==> src/ptpd_pkg.sv <==
`timescale 1ns / 1ps
// Shared types and constants for the vertex transform pipeline.
// Used by every module of the block; depends on nothing.
package ptpd_pkg;

  localparam int SW   = 66;        // exact row sum, signed
  localparam int MAGW = 65;        // magnitude of a row sum
  localparam int NW   = MAGW + 16; // dividend |S| * 2^16
  localparam int QW   = 33;        // quotient bits kept before saturation
  localparam int CW   = 99;        // room for divisor shifted by up to QW
  localparam int NDW  = MAGW - 16; // magnitude without divide

  localparam logic [31:0] ONE_Q16 = 32'h0001_0000;
  localparam logic signed [SW-1:0] ONE_Q32 = SW'(64'h1_0000_0000);

  typedef enum logic {
    OP_LOAD  = 1'b0,
    OP_XFORM = 1'b1
  } op_t;

  typedef struct packed {
    op_t                op;
    logic [3:0]         elem_index;
    logic signed [31:0] elem_value;
    logic signed [31:0] point_x;
    logic signed [31:0] point_y;
    logic signed [31:0] point_z;
  } in_t;

  typedef struct packed {
    logic signed [31:0] out_x;
    logic signed [31:0] out_y;
    logic signed [31:0] out_z;
    logic               divided;
    logic               saturated;
  } out_t;

  typedef struct packed {
    logic signed [SW-1:0] sx;
    logic signed [SW-1:0] sy;
    logic signed [SW-1:0] sz;
    logic signed [SW-1:0] sw;
  } sum_t;

  typedef struct packed {
    logic [NW-1:0]  rem;
    logic [QW-1:0]  q;
    logic [NDW-1:0] nd;
    logic           neg;
    logic           ovf;
  } lane_t;

  typedef struct packed {
    lane_t [2:0]     lanes;
    logic [MAGW-1:0] den;
    logic            divide;
  } div_t;

  function automatic logic [15:0][31:0] mat_reset();
    logic [15:0][31:0] m;
    m     = '0;
    m[0]  = ONE_Q16;
    m[5]  = ONE_Q16;
    m[10] = ONE_Q16;
    m[15] = ONE_Q16;
    return m;
  endfunction

endpackage

==> src/ptpd_prep.sv <==
`timescale 1ns / 1ps
// Magnitudes, divide decision and overflow screen ahead of the divider.
// Depends on ptpd_pkg.
module ptpd_prep (
  input  logic            clk,
  input  logic            rst,
  input  logic [15:0]     tol,
  input  logic            sum_valid,
  output logic            sum_ready,
  input  ptpd_pkg::sum_t  sum,
  output logic            dv_valid,
  input  logic            dv_ready,
  output ptpd_pkg::div_t  dv
);

  typedef struct packed {
    logic [2:0][ptpd_pkg::MAGW-1:0] mag;
    logic [2:0]                     neg;
    logic [ptpd_pkg::MAGW-1:0]      wmag;
    logic                           wneg;
    logic                           divide;
  } prep_t;

  logic                      vd;
  prep_t                     d;
  prep_t                     d_next;
  logic                      ready_d;
  logic                      ready_e;
  ptpd_pkg::div_t            dv_next;
  logic signed [ptpd_pkg::SW-1:0] wm1;
  logic [ptpd_pkg::MAGW-1:0] wm1_mag;
  logic [ptpd_pkg::MAGW-1:0] tol_q32;
  logic [ptpd_pkg::CW-1:0]   den_top;

  function automatic logic [ptpd_pkg::MAGW-1:0] mag_of(
    input logic signed [ptpd_pkg::SW-1:0] v
  );
    return v[ptpd_pkg::SW-1] ? ptpd_pkg::MAGW'(-v) : ptpd_pkg::MAGW'(v);
  endfunction

  assign ready_e   = !dv_valid || dv_ready;
  assign ready_d   = !vd || ready_e;
  assign sum_ready = ready_d;

  always_comb begin
    tol_q32       = ptpd_pkg::MAGW'({tol, 16'b0});
    wm1           = sum.sw - ptpd_pkg::ONE_Q32;
    wm1_mag       = mag_of(wm1);
    d_next.mag[0] = mag_of(sum.sx);
    d_next.mag[1] = mag_of(sum.sy);
    d_next.mag[2] = mag_of(sum.sz);
    d_next.neg[0] = sum.sx[ptpd_pkg::SW-1];
    d_next.neg[1] = sum.sy[ptpd_pkg::SW-1];
    d_next.neg[2] = sum.sz[ptpd_pkg::SW-1];
    d_next.wmag   = mag_of(sum.sw);
    d_next.wneg   = sum.sw[ptpd_pkg::SW-1];
    d_next.divide = (d_next.wmag > tol_q32) && (wm1_mag > tol_q32);
  end

  always_ff @(posedge clk) begin
    if (rst) begin
      vd <= 1'b0;
    end else if (ready_d) begin
      vd <= sum_valid;
    end
    if (ready_d && sum_valid) begin
      d <= d_next;
    end
  end

  always_comb begin
    den_top        = ptpd_pkg::CW'(d.wmag) << ptpd_pkg::QW;
    dv_next.den    = d.wmag;
    dv_next.divide = d.divide;
    for (int l = 0; l < 3; l++) begin
      dv_next.lanes[l].rem = {d.mag[l], 16'b0};
      dv_next.lanes[l].q   = '0;
      dv_next.lanes[l].nd  = d.mag[l][ptpd_pkg::MAGW-1:16];
      dv_next.lanes[l].neg = d.divide ? (d.neg[l] ^ d.wneg) : d.neg[l];
      // quotient would need more than QW bits: clamp at the end
      dv_next.lanes[l].ovf = d.divide &&
                             (ptpd_pkg::CW'({d.mag[l], 16'b0}) >= den_top);
    end
  end

  always_ff @(posedge clk) begin
    if (rst) begin
      dv_valid <= 1'b0;
    end else if (ready_e) begin
      dv_valid <= vd;
    end
    if (ready_e && vd) begin
      dv <= dv_next;
    end
  end

endmodule

==> config.mk <==
export PLATFORM = sky130hd
export DESIGN_NAME = ptpd_prep
export DESIGN_NICKNAME = d
export VERILOG_FILES = /design/src/ptpd_pkg.sv /design/src/ptpd_prep.sv
export SDC_FILE = /design/constraint.sdc
export NUM_CORES = 1
export LEC_CHECK = 0
export ABC_AREA = 1
export BUFFER_PORTS_ARGS = -buffer_cell sky130_fd_sc_hd__buf_4
export CELL_PAD_IN_SITES_DETAIL_PLACEMENT = 0
export CELL_PAD_IN_SITES_GLOBAL_PLACEMENT = 1
export CORE_AREA = 2 2 332 334
export CTS_CLUSTER_SIZE = 8
export DETAILED_ROUTE_END_ITERATION = 10
export DIE_AREA = 0 0 334 336
export GPL_ROUTABILITY_DRIVEN = 0
export GPL_TIMING_DRIVEN = 0
export PLACE_DENSITY_LB_ADDON = 0.1
export SETUP_SLACK_MARGIN = 0.15
export SYNTH_ARGS = -nofsm -noshare
export SYNTH_HDL_FRONTEND = slang
export SYNTH_SLANG_ARGS = --single-unit
==> constraint.sdc <==
create_clock -name clk -period 13.9 [get_ports clk]
set_input_delay 0 -clock clk [delete_from_list [all_inputs] [get_ports clk]]
set_output_delay 0 -clock clk [all_outputs]
set_load 0.05 [all_outputs]
==> results.toml, run 1 <==
[logic_synthesis]
synth_top_area_share_pct = 47.7
syn_area_per_cell_um2 = 9.19
syn_inst = 3645
ys_top_cells_by_area = "edfxtp_1 (48%), nand2_1 (7.8%), ha_1 (6.9%)"
synth_top_flop_cell = "edfxtp_1"
yosys_warnings = 0
synth_edf_count = 532
ys_seq_elements = 534
yosysMostFrequentCell = "nand2_1"
synthArstFlopShare_pct = 0
netlist_top_cells_count = "nand2_1 (694), edfxtp_1 (532), nor2_1 (442), inv_1 (384), buf_4 (295)"
synth.cell_area_um2 = 33500
synth-seq-area-share_pct = 47.8
synth.largest_area_cell = "edfxtp_1"
synth_cell_types = 63

[clock_tree]
root_buffer = "clkbuf_16"
clk_path_buf_depth = 3
htree_num_levels = 3
cts_tree = "done"
ctsResizeCount = 0
clk_latency_ns = 0.65
cts.clk_slew.worst_paths_ns = 0.05
cts_sinks = 534
cts_buffers = 77

[sta]
worst_clock_skew_ns = 0.0294
relSlewSlack_pct = 33.4
hold_viol = 0
holdWs_ns = 0.0918
setup-tns-final_ns = 0
drv_slew = 0
worstMarginPinSlew_ns = 0.996
finalCritPeriodShare_pct = 32.3
setup_viol = 0
rsz0062_at_grt = "no"
fmax_ghz = 0.223
finalCriticalPeriod_ns = 4.49

[global_route]
grt_pass1_vias = 29260
grt_start_max_net_pins = 118
overflow = 0
grt_pass1_wl_um = 207000
antenna_found_initial = 10
grt_usage_pct = 25.9

[power_and_ir_drop]
intPower_w = 0.00335
p_leak_nw = 20.6
p_per_area_nw_per_um2 = 104
clockPowerShare_pct = 34.4
switching_share_pct = 31.8
seqPwrFrac_pct = 40.8
peakVddDrop_uv = 95.0
p_sw_w = 0.00156
pwr-share-comb_pct = 24.8

[detailed_routing]
antenna_left = 0
routedWlPerCell_um = 23.4
drt_wl_total_um = 150000
dr_total_vias = 30004
routed_via_density = 4.70
drtIter0Drc = 2121
firstDrtPassIters = 5
drcViolationCount = 0

[floorplanning]
floorplan.initialDensity_pct = 30.9
fp.dieW_um = 334
die_y_um = 336
coreArea_um2 = 108000
die_area_um2 = 112000
pin_count = 847
num_rows = 121

[worst_setup_path]
r2r-start = "d[18]"
crit_fanout = 10
path_buf_inv = 5
cp_top_family = "simple AND/OR/NAND/NOR gates"
required_ns = 14.28
cp.arrival_ns = 4.87
slowest_stage = "dlygate4sd3_1"
start_kind = "input pin"
regToRegSetupSlack_ns = 11.06
worstSetupPathType = "input pin to flop"
end_kind = "flop"
reg2reg_to = "dv[66]"
max_stage_delay_ns = 0.54
r2r_cells = 15

[min_path]
hold_end = "d[34]"
hold_class = "input pin to flop"
hold_path_depth = 3
hold_start = "sum[32]"

[placement]
hpwl_um = 122000
port_buffers = 698

[flow_run]
drv_cap = 0

[status]
outcome = "finished clean"

[cells_and_area]
nets = 5413
num-fill-cells = 10893
multi_input_area_um2 = 14100
synthToLayoutAreaGrowth_pct = 40.5
layout-drive-gt1-share_pct = 24.2
ff_latch_area_um2 = 16000
-- power groups by stage --
stage,combinational [W],sequential (W),clock (W)
2_1_floorplan,0.000564,0.00214,0
3_3_place_gp,0.00109,0.00207,0
3_5_place_dp,0.00111,0.00203,0
4_1_cts,0.00122,0.00200,0.00173
5_1_grt,0.00130,0.00201,0.00179
6_report,0.00122,0.00200,0.00169
-- layer usage --
metal  vias up  track usage (%)  routed length [um]  share of wire, %
met1     14256             32.6               62400                42
li1      14451                -                   -                 -
met3       193             4.80                9500               6.3
met4         0             7.92                4560               3.0
met2      1104             44.9               73100                49
met5         -                0                   0                 0
-- flip-flops by register name, summed over array words and instances (netlist names) --
| register | count |
|---|---|
| d | 265 |
| dv | 267 |
| dv_valid | 1 |
| vd | 1 |
-- worst max path at each step --
stage / startpoint / to / slack (ns) / cells past startpoint
2_1_floorplan: dv_valid / dv[0] / 5.56 / 1
3_3_place_gp: dv_ready / dv[343] / 0.81 / 3
3_5_place_dp: sum[65] / d[0] / 9.19 / 21
4_1_cts: sum[65] / d[0] / 9.35 / 22
5_1_grt: sum[65] / d[0] / 8.84 / 22
6_report: sum[43] / d[0] / 9.41 / 29
-- cells in the final DEF, fill, tap and decap left out, types with 74 or more instances in the layout --
master	synthesis	layout
buf_4	295	993
nand2_1	694	694
edfxtp_1	532	532
nor2_1	442	442
inv_1	384	383
dlygate4sd3_1	0	364
ha_1	184	184
xor2_1	159	159
nand3_1	158	158
conb_1	1	147
o21ai_0	127	127
a21oi_1	115	114
xnor2_1	86	86
clkbuf_16	0	79
nor4_1	74	74
-- what timing repair did --
item / in CTS / in global routing
hold buffers: 364 / 0
endpoints found under the hold margin: 271 / 0
setup buffers: 0 / 0
-- metrics by stage --
step | util, % | instance area [um2] | total power [W] | cells | setup WS (ns)
after CTS | 43.4 | 47100 | 0.00496 | 6375 | 9.35
after floorplan | - | 34000 | 0.00271 | 3791 | 5.56
final | 43.4 | 47100 | 0.00492 | 6379 | 9.41
after global placement | 37.9 | 41100 | 0.00316 | 5903 | 0.811
after global routing | 43.4 | 47100 | 0.00511 | 6375 | 8.84
after detailed placement | 38.2 | 41400 | 0.00314 | 5916 | 9.19
-- worst reg2reg max path, stage by stage (launching register included) --
cell	delay, ns
edfxtp_1	0.37
inv_1	0.42
ha_1	0.35
nand2_1	0.17
nor2_1	0.11
a211o_1	0.31
nor2_1	0.11
nand3_1	0.10
nand2_1	0.08
nand2_1	0.10
nand3_1	0.09
nand3_1	0.12
nand2_1	0.10
nand2_1	0.05
nand2_1	0.05
a21oi_1	0.06
-- kinds of logic after synthesis --
group	after synthesis	share of synthesized area (%)
buffers and inverters	728	11.6
adders and majority gates	184	6.87
DFF	534	47.8
xor gates and xnor gates	245	6.41
AOI/OAI and AO/OA	320	5.27
muxes	1	0.0299
and+or+nand+nor	1632	22.0
other	1	0.0112
-- cell type report --
class                   instances  area share (%)
repair buffers               1075            19.5
plain buffers                 336            5.15
flip-flops and latches        534            34.0
inverters                     392            3.15
multi-input cells            2529            30.0
diodes                          4          0.0213
clock inverters                 3          0.0372
well taps                    1414            3.76
clock buffers                  92            4.30
No activity file was read; power rests on OpenSTA's default activity.
==> inputs of run 2 (changes only) <==
- CORE_AREA: 2 2 332 334 -> 2 2 333 335
- DIE_AREA: 0 0 334 336 -> 0 0 335 337
- clock period: 13.9 -> 4.48 ns (I/O delays scaled with it)
==> results.toml, run 2 (synthesis gave the netlist of run 1 again) <==
[status]
outcome = "finished clean"

[flow_run]
drv_cap = 0

[detailed_routing]
dr_total_vias = 29790
routed_via_density = 4.65
firstDrtPassIters = 6
drt_wl_total_um = 150000
antenna_left = 0
drtIter0Drc = 2267
routedWlPerCell_um = 23.4
drcViolationCount = 0

[min_path]
hold_class = "input pin to flop"
hold_start = "sum[2]"
hold_path_depth = 3
hold_end = "d[4]"

[worst_setup_path]
reg2reg_to = "dv[396]"
worstSetupPathType = "input pin to flop"
path_buf_inv = 2
required_ns = 4.86
cp.arrival_ns = 4.30
max_stage_delay_ns = 0.54
crit_fanout = 4
crit_top_cell = "nor2_1"
r2r_cells = 14
end_kind = "flop"
cp_top_family = "simple AND/OR/NAND/NOR gates"
start_kind = "input pin"
r2r-start = "d[12]"
slowest_stage = "dlygate4sd3_1"
regToRegSetupSlack_ns = 1.67

[floorplanning]
coreArea_um2 = 110000
die_y_um = 337
num_rows = 122
fp.dieW_um = 335
pin_count = 847
floorplan.initialDensity_pct = 30.6
die_area_um2 = 113000

[placement]
numPlacedInstances = 5932
hpwl_um = 122000
dpl_cell_area_um2 = 41400
pre_cts_slack_ns = -0.219
port_buffers = 698

[cells_and_area]
layout_commonest_cell = "buf_4"
final_cell_mix = "buf_4 (993), nand2_1 (692), edfxtp_1 (532)"
final_cells = 6403
fin_area_um2 = 47300
largest_reg_flops = 267
biggestRegsByFlops = "dv (267), d (265)"
nets = 5415
synthToLayoutAreaGrowth_pct = 41.1
layout-drive-gt1-share_pct = 24.5
top_register = "dv"

[sta]
holdWs_ns = 0.0400
hold_viol = 0
relSlewSlack_pct = 35.3
finalCriticalPeriod_ns = 3.91
worst_clock_skew_ns = 0.0285
drv_slew = 0
fmax_ghz = 0.256
rsz0062_at_grt = "no"
setup-tns-final_ns = 0
setup_viol = 0
worst_slack_ns = 0.567
worstMarginPinSlew_ns = 0.967
finalCritPeriodShare_pct = 87.3

[clock_tree]
cts_tree = "done"
clk_path_buf_depth = 3
cts.clk_slew.worst_paths_ns = 0.05
clk_latency_ns = 0.65
cts_buffers = 79
htree_num_levels = 3
cts_sinks = 534
root_buffer = "clkbuf_16"

[global_route]
grt_pass1_vias = 28935
overflow = 0
grt_pass1_wl_um = 206000
grt_start_max_net_pins = 42
grt_usage_pct = 25.7
antenna_found_initial = 12

[power_and_ir_drop]
p_leak_nw = 20.7
peakVddDrop_uv = 241
p_per_area_nw_per_um2 = 328
## run 2: what timing repair did
item,in CTS,in global routing
endpoints found under the hold margin,257,0
hold buffers,361,0
buffers inserted,0,0
resized for setup,0,6
endpoints found under the setup margin,0,1
## run 2: worst max path at each step
stage | startpoint | to | depth (start not counted)
2_1_floorplan | dv_valid | dv[0] | 1
3_3_place_gp | vd | dv[334] | 2
3_5_place_dp | sum[65] | d[0] | 21
4_1_cts | sum[64] | d[0] | 29
5_1_grt | sum[4] | d[0] | 23
6_report | sum[26] | d[0] | 26
## run 2: report_power, final
part           internal [W]  switching, W
combinational       0.00133       0.00245
sequential          0.00596      0.000256
clock               0.00329       0.00220
total                0.0106       0.00491
## run 2: stage by stage
| stage | util, % | power (W) |
|---|---|---|
| 2_1_floorplan | - | 0.00838 |
| 3_3_place_gp | 37.5 | 0.00976 |
| 3_5_place_dp | 37.8 | 0.00974 |
| 4_1_cts | 43.1 | 0.0156 |
| 5_1_grt | 43.1 | 0.0161 |
| 6_report | 43.1 | 0.0155 |
## run 2: area by class of cell
cell class / instances / area, um2
Antenna cell: 7 / 17.5
Buffer: 335 / 2420
Clock buffer: 95 / 2090
Clock inverter: 9 / 95.1
Fill cell: 10975 / 62300
Inverter: 392 / 1480
Multi-Input combinational cell: 2529 / 14200
Sequential cell: 534 / 16000
Tap cell: 1426 / 1780
Timing Repair Buffer: 1076 / 9190
## run 2: layer usage
metal,track usage (%),share of wire [%],vias to the layer above
li1,-,-,14471
met1,32.1,42,14115
met2,44.2,49,1006
met3,5.22,6.3,190
met4,8.37,3.2,8
met5,0,0.039,-
## run 2: tightest hold or removal path: cells and delay by family
kind	cells	cell delay, ns
AO/OA/AOI/OAI	1	0.27
AND/OR/NAND/NOR	1	0.05
buffers and inverters	1	0.13
